$ cat src/hw/rtl/rpw_pkg.sv
// Shared types and constants for the robust IRLS weight unit.
`default_nettype none
package rpw_pkg;
	localparam int FRAC_BITS_DEF = 16;
	localparam int U_W           = 32;
	localparam int T_W           = 31;
	localparam int W_OUT         = 17;
	localparam int MODE_W        = 2;
	localparam int CFG_IDX_W     = 2;
	localparam int CFG_DATA_W    = 32;

	localparam logic [CFG_IDX_W-1:0] REG_PSI_MODE = 2'd0;
	localparam logic [CFG_IDX_W-1:0] REG_TUNING   = 2'd1;

	localparam logic [MODE_W-1:0] MODE_HUBER  = 2'd0;
	localparam logic [MODE_W-1:0] MODE_HAMPEL = 2'd1;

	localparam logic [T_W-1:0] TUNING_RESET = 31'd88146;

	typedef enum logic [1:0] {
		KIND_ONE,
		KIND_ZERO,
		KIND_QUOT,
		KIND_TUKEY
	} kind_t;

	typedef struct packed {
		logic  valid;
		kind_t kind;
	} ctrl_t;
endpackage
`default_nettype wire

$ cat src/hw/rtl/rpw_front.sv
// Front stages: residual magnitude, then region decode and divider operand select.
`default_nettype none
module rpw_front (
	input  logic                        clk,
	input  logic                        arst_n,
	input  logic                        en,
	input  logic                        in_fire,
	input  logic [rpw_pkg::U_W-1:0]     scaled_residual,
	input  logic [rpw_pkg::MODE_W-1:0]  psi_mode,
	input  logic [rpw_pkg::T_W-1:0]     tuning_constant,
	output rpw_pkg::ctrl_t              ctrl_s2,
	output logic [rpw_pkg::U_W-1:0]     num_s2,
	output logic [rpw_pkg::U_W-1:0]     den_s2
);
	import rpw_pkg::*;

	logic           valid_s1;
	logic [U_W-1:0] mag_s1;
	logic [U_W+1:0] t_x;
	logic [U_W+1:0] m1_x;
	logic [U_W+1:0] m2_x;
	logic [U_W+1:0] m4_x;
	logic [U_W+1:0] diff_x;
	kind_t          kind_d;
	logic [U_W-1:0] num_d;
	logic [U_W-1:0] den_d;

	always_ff @(posedge clk or negedge arst_n) begin
		if (!arst_n) begin
			valid_s1 <= 1'b0;
		end else if (en) begin
			valid_s1 <= in_fire;
		end
	end

	always_ff @(posedge clk) begin
		if (en) begin
			mag_s1 <= scaled_residual[U_W-1] ? (~scaled_residual + 1'b1) : scaled_residual;
		end
	end

	assign t_x    = (U_W+2)'(tuning_constant);
	assign m1_x   = {2'b00, mag_s1};
	assign m2_x   = {1'b0, mag_s1, 1'b0};
	assign m4_x   = {mag_s1, 2'b00};
	assign diff_x = t_x - m1_x;

	always_comb begin
		kind_d = KIND_ZERO;
		num_d  = '0;
		den_d  = '0;
		case (psi_mode)
			MODE_HUBER: begin
				if (m1_x <= t_x) begin
					kind_d = KIND_ONE;
				end else begin
					kind_d = KIND_QUOT;
					num_d  = U_W'(tuning_constant);
					den_d  = mag_s1;
				end
			end
			MODE_HAMPEL: begin
				if (m4_x <= t_x) begin
					kind_d = KIND_ONE;
				end else if (m2_x <= t_x) begin
					kind_d = KIND_QUOT;
					num_d  = U_W'(tuning_constant);
					den_d  = m4_x[U_W-1:0];
				end else if (m1_x <= t_x) begin
					kind_d = KIND_QUOT;
					num_d  = diff_x[U_W-1:0];
					den_d  = m2_x[U_W-1:0];
				end else begin
					kind_d = KIND_ZERO;
				end
			end
			default: begin
				if (m1_x < t_x) begin
					kind_d = KIND_TUKEY;
					num_d  = mag_s1;
					den_d  = U_W'(tuning_constant);
				end else begin
					kind_d = KIND_ZERO;
				end
			end
		endcase
		if (mag_s1 == '0) begin
			kind_d = KIND_ONE;
		end
	end

	always_ff @(posedge clk or negedge arst_n) begin
		if (!arst_n) begin
			ctrl_s2 <= '0;
		end else if (en) begin
			ctrl_s2.valid <= valid_s1;
			ctrl_s2.kind  <= kind_d;
		end
	end

	always_ff @(posedge clk) begin
		if (en) begin
			num_s2 <= num_d;
			den_s2 <= den_d;
		end
	end
endmodule
`default_nettype wire

$ cat src/hw/rtl/rpw_div_step.sv
// One restoring-division stage: retires one quotient bit per cycle while en is high.
`default_nettype none
module rpw_div_step #(
	parameter int QUOT_W = rpw_pkg::FRAC_BITS_DEF
) (
	input  logic                    clk,
	input  logic                    arst_n,
	input  logic                    en,
	input  rpw_pkg::ctrl_t          ctrl_i,
	input  logic [rpw_pkg::U_W-1:0] rem_i,
	input  logic [rpw_pkg::U_W-1:0] den_i,
	input  logic [QUOT_W-1:0]       quot_i,
	output rpw_pkg::ctrl_t          ctrl_s1,
	output logic [rpw_pkg::U_W-1:0] rem_s1,
	output logic [rpw_pkg::U_W-1:0] den_s1,
	output logic [QUOT_W-1:0]       quot_s1
);
	import rpw_pkg::*;

	logic [U_W:0] rem2;
	logic [U_W:0] den_x;
	logic [U_W:0] sub;
	logic         ge;

	assign rem2  = {rem_i, 1'b0};
	assign den_x = {1'b0, den_i};
	assign sub   = rem2 - den_x;
	assign ge    = (rem2 >= den_x);

	always_ff @(posedge clk or negedge arst_n) begin
		if (!arst_n) begin
			ctrl_s1 <= '0;
		end else if (en) begin
			ctrl_s1 <= ctrl_i;
		end
	end

	always_ff @(posedge clk) begin
		if (en) begin
			rem_s1  <= ge ? sub[U_W-1:0] : rem2[U_W-1:0];
			den_s1  <= den_i;
			quot_s1 <= {quot_i[QUOT_W-2:0], ge};
		end
	end
endmodule
`default_nettype wire

$ cat src/hw/rtl/rpw_post.sv
// Back stages: bisquare squarings and final weight select.
`default_nettype none
module rpw_post #(
	parameter int FRAC_BITS = rpw_pkg::FRAC_BITS_DEF
) (
	input  logic                 clk,
	input  logic                 arst_n,
	input  logic                 en,
	input  rpw_pkg::ctrl_t       ctrl_i,
	input  logic [FRAC_BITS-1:0] quot_i,
	output rpw_pkg::ctrl_t       ctrl_s3,
	output logic [FRAC_BITS:0]   w_s3
);
	import rpw_pkg::*;

	localparam int SQ_W = 2 * FRAC_BITS;
	localparam int SS_W = 2 * FRAC_BITS + 2;
	localparam logic [FRAC_BITS:0] ONE_V = {1'b1, {FRAC_BITS{1'b0}}};

	ctrl_t                ctrl_s1;
	ctrl_t                ctrl_s2;
	logic [FRAC_BITS-1:0] quot_s1;
	logic [FRAC_BITS-1:0] quot_s2;
	logic [SQ_W-1:0]      sq_s1;
	logic [SS_W-1:0]      ss_s2;
	logic [FRAC_BITS:0]   s_c;
	logic [FRAC_BITS:0]   w_d;

	assign s_c = ONE_V - {1'b0, sq_s1[SQ_W-1:FRAC_BITS]};

	always_comb begin
		case (ctrl_s2.kind)
			KIND_ONE:  w_d = ONE_V;
			KIND_ZERO: w_d = '0;
			KIND_QUOT: w_d = {1'b0, quot_s2};
			default:   w_d = ss_s2[2*FRAC_BITS:FRAC_BITS];
		endcase
	end

	always_ff @(posedge clk or negedge arst_n) begin
		if (!arst_n) begin
			ctrl_s1 <= '0;
			ctrl_s2 <= '0;
			ctrl_s3 <= '0;
		end else if (en) begin
			ctrl_s1 <= ctrl_i;
			ctrl_s2 <= ctrl_s1;
			ctrl_s3 <= ctrl_s2;
		end
	end

	always_ff @(posedge clk) begin
		if (en) begin
			quot_s1 <= quot_i;
			sq_s1   <= SQ_W'(quot_i) * SQ_W'(quot_i);
			quot_s2 <= quot_s1;
			ss_s2   <= SS_W'(s_c) * SS_W'(s_c);
			w_s3    <= w_d;
		end
	end
endmodule
`default_nettype wire

$ cat src/hw/rtl/rpw_skid.sv
// Output register with one skid entry so the pipeline keeps moving while a beat waits.
`default_nettype none
module rpw_skid #(
	parameter int DATA_W = rpw_pkg::FRAC_BITS_DEF + 1
) (
	input  logic              clk,
	input  logic              arst_n,
	input  logic              push_valid,
	input  logic [DATA_W-1:0] push_data,
	output logic              space,
	output logic              out_valid,
	input  logic              out_ready,
	output logic [DATA_W-1:0] out_data
);
	logic              skid_valid_q;
	logic [DATA_W-1:0] skid_data_q;
	logic              push;
	logic              pop_ok;

	assign space  = ~skid_valid_q;
	assign push   = push_valid & space;
	assign pop_ok = ~out_valid | out_ready;

	always_ff @(posedge clk or negedge arst_n) begin
		if (!arst_n) begin
			out_valid    <= 1'b0;
			skid_valid_q <= 1'b0;
		end else if (pop_ok) begin
			out_valid    <= skid_valid_q | push;
			skid_valid_q <= 1'b0;
		end else if (push) begin
			skid_valid_q <= 1'b1;
		end
	end

	always_ff @(posedge clk) begin
		if (pop_ok) begin
			out_data <= skid_valid_q ? skid_data_q : push_data;
		end else if (push) begin
			skid_data_q <= push_data;
		end
	end
endmodule
`default_nettype wire

$ cat src/hw/rtl/robust_psi_weight_unit.sv
// Robust IRLS weight unit: Huber, Hampel or Tukey bisquare weight of a scaled residual.
//
// Input channel in_valid/in_ready carries one signed Q16.16 scaled_residual per beat.
// Output channel out_valid/out_ready returns one Q1.16 weight per input beat, in order.
// Config channel cfg_valid/cfg_ready writes psi_mode (index 0) or tuning_constant
// (index 1) from cfg_data; other indexes are ignored; cfg_ready is always high.
// Write config only while no beat is in flight.
// Throughput: one beat per cycle while in_ready is high. An accepted beat passes two
// front stages, one divider stage per quotient bit, three back stages (two squarings
// and the select) and the output register. The restoring divider, one quotient bit
// per stage, sets the depth.
// Reset clears all valid bits, psi_mode to Huber and tuning_constant to 1.345.
// When the receiver stalls, one more beat lands in the skid entry; then in_ready
// drops and the whole pipeline holds until the output beat is taken.
`default_nettype none
module robust_psi_weight_unit #(
	parameter int FRAC_BITS = rpw_pkg::FRAC_BITS_DEF
) (
	input  logic                           clk,
	input  logic                           arst_n,
	input  logic                           in_valid,
	output logic                           in_ready,
	input  logic signed [rpw_pkg::U_W-1:0] scaled_residual,
	output logic                           out_valid,
	input  logic                           out_ready,
	output logic [rpw_pkg::W_OUT-1:0]      weight,
	input  logic                           cfg_valid,
	output logic                           cfg_ready,
	input  logic [rpw_pkg::CFG_IDX_W-1:0]  cfg_index,
	input  logic [rpw_pkg::CFG_DATA_W-1:0] cfg_data
);
	import rpw_pkg::*;

	logic [MODE_W-1:0]    psi_mode_q;
	logic [T_W-1:0]       tuning_q;
	logic                 pipe_en;
	logic                 in_fire;
	ctrl_t                dctrl [0:FRAC_BITS];
	logic [U_W-1:0]       drem  [0:FRAC_BITS];
	logic [U_W-1:0]       dden  [0:FRAC_BITS];
	logic [FRAC_BITS-1:0] dquot [0:FRAC_BITS];
	ctrl_t                post_ctrl;
	logic [FRAC_BITS:0]   post_w;
	logic [FRAC_BITS:0]   out_w;

	assign cfg_ready = 1'b1;
	assign in_ready  = pipe_en;
	assign in_fire   = in_valid & pipe_en;

	always_ff @(posedge clk or negedge arst_n) begin
		if (!arst_n) begin
			psi_mode_q <= MODE_HUBER;
			tuning_q   <= TUNING_RESET;
		end else if (cfg_valid) begin
			case (cfg_index)
				REG_PSI_MODE: psi_mode_q <= cfg_data[MODE_W-1:0];
				REG_TUNING:   tuning_q   <= cfg_data[T_W-1:0];
				default:      ;
			endcase
		end
	end

	rpw_front u_front (
		.clk             (clk),
		.arst_n          (arst_n),
		.en              (pipe_en),
		.in_fire         (in_fire),
		.scaled_residual (scaled_residual),
		.psi_mode        (psi_mode_q),
		.tuning_constant (tuning_q),
		.ctrl_s2         (dctrl[0]),
		.num_s2          (drem[0]),
		.den_s2          (dden[0])
	);

	assign dquot[0] = '0;

	for (genvar i = 0; i < FRAC_BITS; i++) begin : g_div
		rpw_div_step #(
			.QUOT_W (FRAC_BITS)
		) u_step (
			.clk     (clk),
			.arst_n  (arst_n),
			.en      (pipe_en),
			.ctrl_i  (dctrl[i]),
			.rem_i   (drem[i]),
			.den_i   (dden[i]),
			.quot_i  (dquot[i]),
			.ctrl_s1 (dctrl[i+1]),
			.rem_s1  (drem[i+1]),
			.den_s1  (dden[i+1]),
			.quot_s1 (dquot[i+1])
		);
	end

	rpw_post #(
		.FRAC_BITS (FRAC_BITS)
	) u_post (
		.clk     (clk),
		.arst_n  (arst_n),
		.en      (pipe_en),
		.ctrl_i  (dctrl[FRAC_BITS]),
		.quot_i  (dquot[FRAC_BITS]),
		.ctrl_s3 (post_ctrl),
		.w_s3    (post_w)
	);

	rpw_skid #(
		.DATA_W (FRAC_BITS + 1)
	) u_skid (
		.clk        (clk),
		.arst_n     (arst_n),
		.push_valid (post_ctrl.valid),
		.push_data  (post_w),
		.space      (pipe_en),
		.out_valid  (out_valid),
		.out_ready  (out_ready),
		.out_data   (out_w)
	);

	assign weight = W_OUT'(out_w);

	a_hold_has_output: assert property (@(posedge clk) disable iff (!arst_n)
		!pipe_en |-> out_valid)
		else $error("pipeline held with no output beat pending");

	a_hold_after_stall: assert property (@(posedge clk) disable iff (!arst_n)
		!pipe_en |-> $past(out_valid && !out_ready))
		else $error("input refused without a preceding output stall");

	a_stall_no_drop: assert property (@(posedge clk) disable iff (!arst_n)
		(out_valid && !out_ready && !pipe_en) |=> out_valid && !in_ready || out_valid)
		else $error("output beat lost while skid entry was full");
endmodule
`default_nettype wire

$ cat config.mk
export PLATFORM = sky130hd
export DESIGN_NAME = robust_psi_weight_unit
export DESIGN_NICKNAME = d
export VERILOG_FILES = /design/src/hw/rtl/rpw_pkg.sv /design/src/hw/rtl/rpw_front.sv /design/src/hw/rtl/rpw_div_step.sv /design/src/hw/rtl/rpw_post.sv /design/src/hw/rtl/rpw_skid.sv /design/src/hw/rtl/robust_psi_weight_unit.sv
export SDC_FILE = /design/constraint.sdc
export NUM_CORES = 2
export LEC_CHECK = 0
export ABC_AREA = 1
export BUFFER_PORTS_ARGS = -buffer_cell sky130_fd_sc_hd__buf_2
export CAP_MARGIN = 20
export CORE_MARGIN = 3
export CORE_UTILIZATION = 55
export CTS_BUF_LIST = sky130_fd_sc_hd__clkbuf_8
export DETAILED_ROUTE_END_ITERATION = 8
export PLACE_DENSITY_LB_ADDON = 0.2
export SKIP_LAST_GASP = 1
export SLEW_MARGIN = 20
export SYNTH_ARGS = -nofsm -noshare
export SYNTH_HDL_FRONTEND = slang
export SYNTH_SLANG_ARGS = --single-unit
$ cat constraint.sdc
create_clock -name clk -period 60.3 [get_ports clk]
set_input_delay 3.015 -clock clk [delete_from_list [all_inputs] [get_ports clk]]
set_output_delay 3.015 -clock clk [all_outputs]
set_load 0.02 [all_outputs]
## Word level (Yosys, flattened, before mapping)

Cells that the tools add are included.

| operators by class | value |
|---|---|
| multiply operators | 2 |
| $lt $le $gt $ge | 20 |
| bitwise logic cells | 8 |
| $add $sub $neg | 18 |
| reductions and logical operators | 8 |
| multiplexer cells | 39 |
| eq/ne operators | 4 |

Operator list:

| cell | number |
|---|---|
| $mux 32 | 23 |
| $ge 33x32->1 | 16 |
| $sub 32x32->32 | 15 |
| $pmux 32 s2 | 2 |
| $mux 31 | 3 |
| $pmux 17 s3 | 1 |
| $le 34x31->1 | 1 |
| $le 33x31->1 | 1 |
| $mul 17x17->33 | 1 |
| $add 32x1->32 const B | 1 |
| $le 32x31->1 | 1 |
| $logic_not 32->1 | 1 |
| $lt 32x31->1 | 1 |
| $mul 16x16->32 | 1 |
| $not 32->32 | 1 |
| $sub 31x32->32 | 1 |
| $mux 17 | 1 |
| $sub 17x16->17 const A | 1 |
| $mux 2 | 6 |
| $eq 2x1->1 const B | 3 |
| $logic_not 2->1 | 3 |
| $reduce_and 2->1 | 3 |
| $pmux 2 s2 | 1 |
| $not 1->1 | 3 |
| other kinds (5) | 8 |

| word-level totals | value |
|---|---|
| input bits | 71 |
| flip-flop bits (word level) | 1,434 |

## Logic depth before layout (Yosys ltp)

| depth | value |
|---|---|
| word-level depth | 6 |
| gate-level depth with buffers | 35 |

## By module

From an unflattened synthesis, not the netlist that was laid out.

| unflattened totals | value |
|---|---|
| cell total of the unflattened synthesis | 15,861 |
| area total of the unflattened synthesis | 122,695.2 um^2 |

Modules (own cells, without submodules):

| module | instances | area an instance (um^2) | seq. area each (um^2) | cells an instance |
|---|---|---|---|---|
| rpw_div_step at g_div[0].u_step ... | 15 | 5,676.7 | 2,477.4 | 740 |
| rpw_post | 1 | 19,289.8 | 2,687.6 | 2,317 |
| rpw_front | 1 | 9,810.7 | 2,982.9 | 1,458 |
| rpw_div_step at g_div[1].u_step | 1 | 5,656.7 | 2,477.4 | 733 |
| robust_psi_weight_unit | 1 | 1,446.4 | 834.6 | 155 |
| rpw_skid | 1 | 1,341.3 | 1,071.0 | 98 |

## Worst setup path before layout

OpenSTA, ideal clock, no wires.

| timing | value |
|---|---|
| path kind | flip-flop to output port |
| start point | register u_skid.skid_valid_q |
| end point | output port in_ready |
| arrival | 35.358 ns |
| setup slack | 21.927 ns |
| stages on the path, launching flop included | 5 |
| path through | dfrtp_1 -> clkbuf_1 -> inv_1 -> clkbuf_1 -> clkbuf_1 |

| on the way | value |
|---|---|
| longest elaborated chain between the ends | 1 |

RTL lines:

| element | line | source |
|---|---|---|
| start: declaration | rpw_skid.sv:15 | `logic skid_valid_q;` |
| start signal: assignment | rpw_skid.sv:27 | `skid_valid_q <= 1'b0;` |
| start signal: assignment | rpw_skid.sv:30 | `skid_valid_q <= 1'b0;` |
| start signal: assignment | rpw_skid.sv:32 | `skid_valid_q <= 1'b1;` |
| $not 1->1 | rpw_skid.sv:20 | `assign space = ~skid_valid_q;` |
| end: declaration | robust_psi_weight_unit.sv:22 | `output logic in_ready,` |

Every way passes these cells.

## Worst setup path after layout

| timing | value |
|---|---|
| start point | register u_post.sq_s1[16] |
| end point | register u_post.ss_s2[27] (data pin) |

| on the way | value |
|---|---|
| longest elaborated chain between the ends | 2 |

RTL lines:

| element | line | source |
|---|---|---|
| start: declaration | rpw_post.sv:24 | `logic [SQ_W-1:0] sq_s1;` |
| start signal: assignment | rpw_post.sv:55 | `sq_s1 <= SQ_W'(quot_i) * SQ_W'(quot_i);` |
| $sub 17x16->17 | rpw_post.sv:29 | `assign s_c = ONE_V - {1'b0, sq_s1[SQ_W-1:FRAC_BITS]};` |
| $mul 17x17->33 | rpw_post.sv:57 | `ss_s2 <= SS_W'(s_c) * SS_W'(s_c);` |
| end signal: assignment | rpw_post.sv:57 |  |
| end: declaration | rpw_post.sv:25 | `logic [SS_W-1:0] ss_s2;` |

Every way passes these cells.
A chain may end at the register's enable or synchronous reset.

==> flow_summary.toml <==
[critical_path]
worst-setup-path-type = "reg -> reg"
worstPathRequired_ns = 61.02
worstPathArrival_ns = 8.82
start_kind = "register"
crit_family = "adder cells"
crit_buf_inv = 5
end_kind = "register"
max_stage_delay_ns = 0.60
cp_slowest_cell = "fa_1"
path_common_cell = "nand2_1"
worst-path-max-fanout = 17

[logic_synthesis]
synth_warnings = 0
ys_seq_area_frac = 0.398
yosys_register_bits = 1402
syn_area_per_cell_um2 = 8.33
synth_cells = 12600
synth_area_mm2 = 0.105
async_reset_ff_frac = 0.0670
ys_types = 66
synth_enable_flop_cells = 1308
synthFlopType = "edfxtp_1"

[route]
post-route-drc-count = 0
wl_um = 310000
drtIter0Drc = 8189
vias = 86300
ant_nets = 0
avgViaCountPerCell = 5.60
drtPass1Iterations = 7
avgRoutedWirePerCell_um = 20.1

[timing]
slew_viol_final = 0
post-route-period-util = 0.134
setup_viol = 0
maxSlewHeadroom = 0.291
hold_ws_ns = 0.363
worst_slack_ns = 52.20
min_period_ns = 8.10
maxClockFrequency_mhz = 123
fin_tns_setup_ns = 0
hold_violations = 0
tightest_slew_ns = 1.06
skew_ns = 0.0863
rsz0062_at_grt = "false"

[placed_design]
place_hpwl_um = 248000
place_congestion = 0.983
port_buffers = 88
dp_slack_ns = 52.22

[worst_hold_path]
hp-class = "reg -> reg"

[cells_and_area]
syn2layout_area_growth_pct = 7.02
multiInputGateArea_mm2 = 0.0538
nets = 14000
drive_above_1_share = 0.0507
fillers = 17000
register_area_mm2 = 0.0416

[floorplanning]
core-area_mm2 = 0.189
dieWidth_um = 442
rows = 159
start_util = 0.555
die_h_um = 442
die-area_mm2 = 0.196
pin_count = 91

[global_routing]
globalRouteTotalUtil = 0.312
grt_pass1_wl_um = 477000
grt_start_max_net_pins = 180
overflow = 0
antenna_found_initial = 5
grt_pass1_vias = 84500

[clock_network]
ctsLongestPathBuffers = 3
clock-sinks = 1402
cts_made_buffers = 227
post_cts_buffers = 0
clock_latency_ns = 1.00
cts-root-buf = "clkbuf_8"
ctsHoldBuffers = 0
clk_pin_slew_worst_paths_ns = 0.07
post_cts_resized = 0
cts_max_level = 4
cts_tree = "yes"

[status]
status = "completed"

[run]
cap_violations = 0
==> logic make-up after synthesis <==
group | count (synthesis) | share of synthesized area
adders and majority gates | 1175 | 0.167
and+or+nand+nor | 5535 | 0.222
buffers and inverters | 2349 | 0.0894
AOI/OAI and AO/OA | 1725 | 0.0919
muxes | 1 | 0.000107
DFF | 1402 | 0.398
other | 2 | 0.0000717
xor gates and xnor gates | 380 | 0.0318
==> Yosys cell counts (93+ instances only) <==
master    count  area share
nand2_1    3267        0.12
inv_1      2096       0.075
ha_1        805       0.096
o21bai_1     93      0.0067
xor2_1      259       0.022
nand4_1     139      0.0083
a21oi_1     728       0.035
nand3_1     900       0.043
edfxtp_1   1308        0.37
fa_1        370       0.071
o21ai_1     108      0.0052
o21ai_0     495       0.024
nor2_1      902       0.032
xnor2_1     120       0.010
==> area by class of cell <==
type	count	area share
antenna	1	0.0000223
clock buffer	240	0.0295
clock inverter	181	0.0124
inverter	2122	0.0711
multi-input combinational	8829	0.480
sequential	1402	0.371
tap	2495	0.0278
timing repair buffer	132	0.00734
==> routing by layer <==
metal  track usage  wire length, um  vias up
met5             0               24        -
met4         0.142            15300        4
met3        0.0437            20600      730
met2         0.510           144000     3266
met1         0.415           130000    40800
li1              -                -    41500
==> per-stage QoR <==
| stage | instance area (um^2) | utilization | cells |
|---|---|---|---|
| after floorplan | 105000 | - | 12600 |
| after global placement | 107000 | 0.570 | 15000 |
| after detailed placement | 107000 | 0.570 | 15000 |
| after CTS | 112000 | 0.594 | 15400 |
| after global routing | 112000 | 0.594 | 15400 |
| final | 112000 | 0.594 | 15400 |
==> state kept, by name, indices dropped and copies added, names as in the netlist, 2 cells and up <==
signal / cells
psi_mode_q: 2
u_post.quot_s1: 15
g_div.u_step.den_s1: 480
u_post.sq_s1: 17
u_post.w_s3: 17
u_post.ctrl_s2: 3
g_div.u_step.ctrl_s1: 48
g_div.u_step.quot_s1: 136
u_front.ctrl_s2: 3
u_front.mag_s1: 32
tuning_q: 31
u_front.den_s2: 32
u_post.ss_s2: 17
u_post.ctrl_s1: 3
u_skid.skid_data_q: 17
u_skid.out_data: 17
g_div.u_step.rem_s1: 480
u_post.quot_s2: 16
u_front.num_s2: 32
==> path summary, 6_finish.rpt <==
kind                                         startpoint                           end  slack, ns  cells past startpoint
min reg2reg                g_div[12].u_step.quot_s1[10]  g_div[13].u_step.quot_s1[11]       0.36                      0
min                        g_div[12].u_step.quot_s1[10]  g_div[13].u_step.quot_s1[11]       0.36                      0
max in group asynchronous                        arst_n           u_skid.skid_valid_q      56.91                      2
max                                    u_post.sq_s1[16]              u_post.ss_s2[27]      52.20                     27
max reg2reg                            u_post.sq_s1[16]              u_post.ss_s2[27]      52.20                     27
min in group asynchronous                        arst_n                  tuning_q[27]       2.09                      1
==> cells in the final DEF (no fill, tap or decap), drive strengths merged, types with 3 or more instances in the layout <==
master,n
nand2,3314
inv,2192
edfxtp,1308
nor2,917
nand3,906
ha,805
a21oi,738
o21ai,617
fa,370
xor2,260
clkbuf,240
nand4,140
buf,132
xnor2,120
nor3,98
o21bai,93
dfrtp,87
clkinv,82
a21o,77
a31oi,73
a21boi,59
nand3b,57
or2,41
nor4,33
o21a,29
a211oi,19
bufinv,16
conb,13
clkinvlp,13
and3,12
nand2b,11
o211ai,7
dfstp,7
o221ai,4
and2,4
o31ai,3
Power is left out: the tool's default activity adds up to more than one toggle a clock period on the data nets, which glitch-free logic cannot reach.
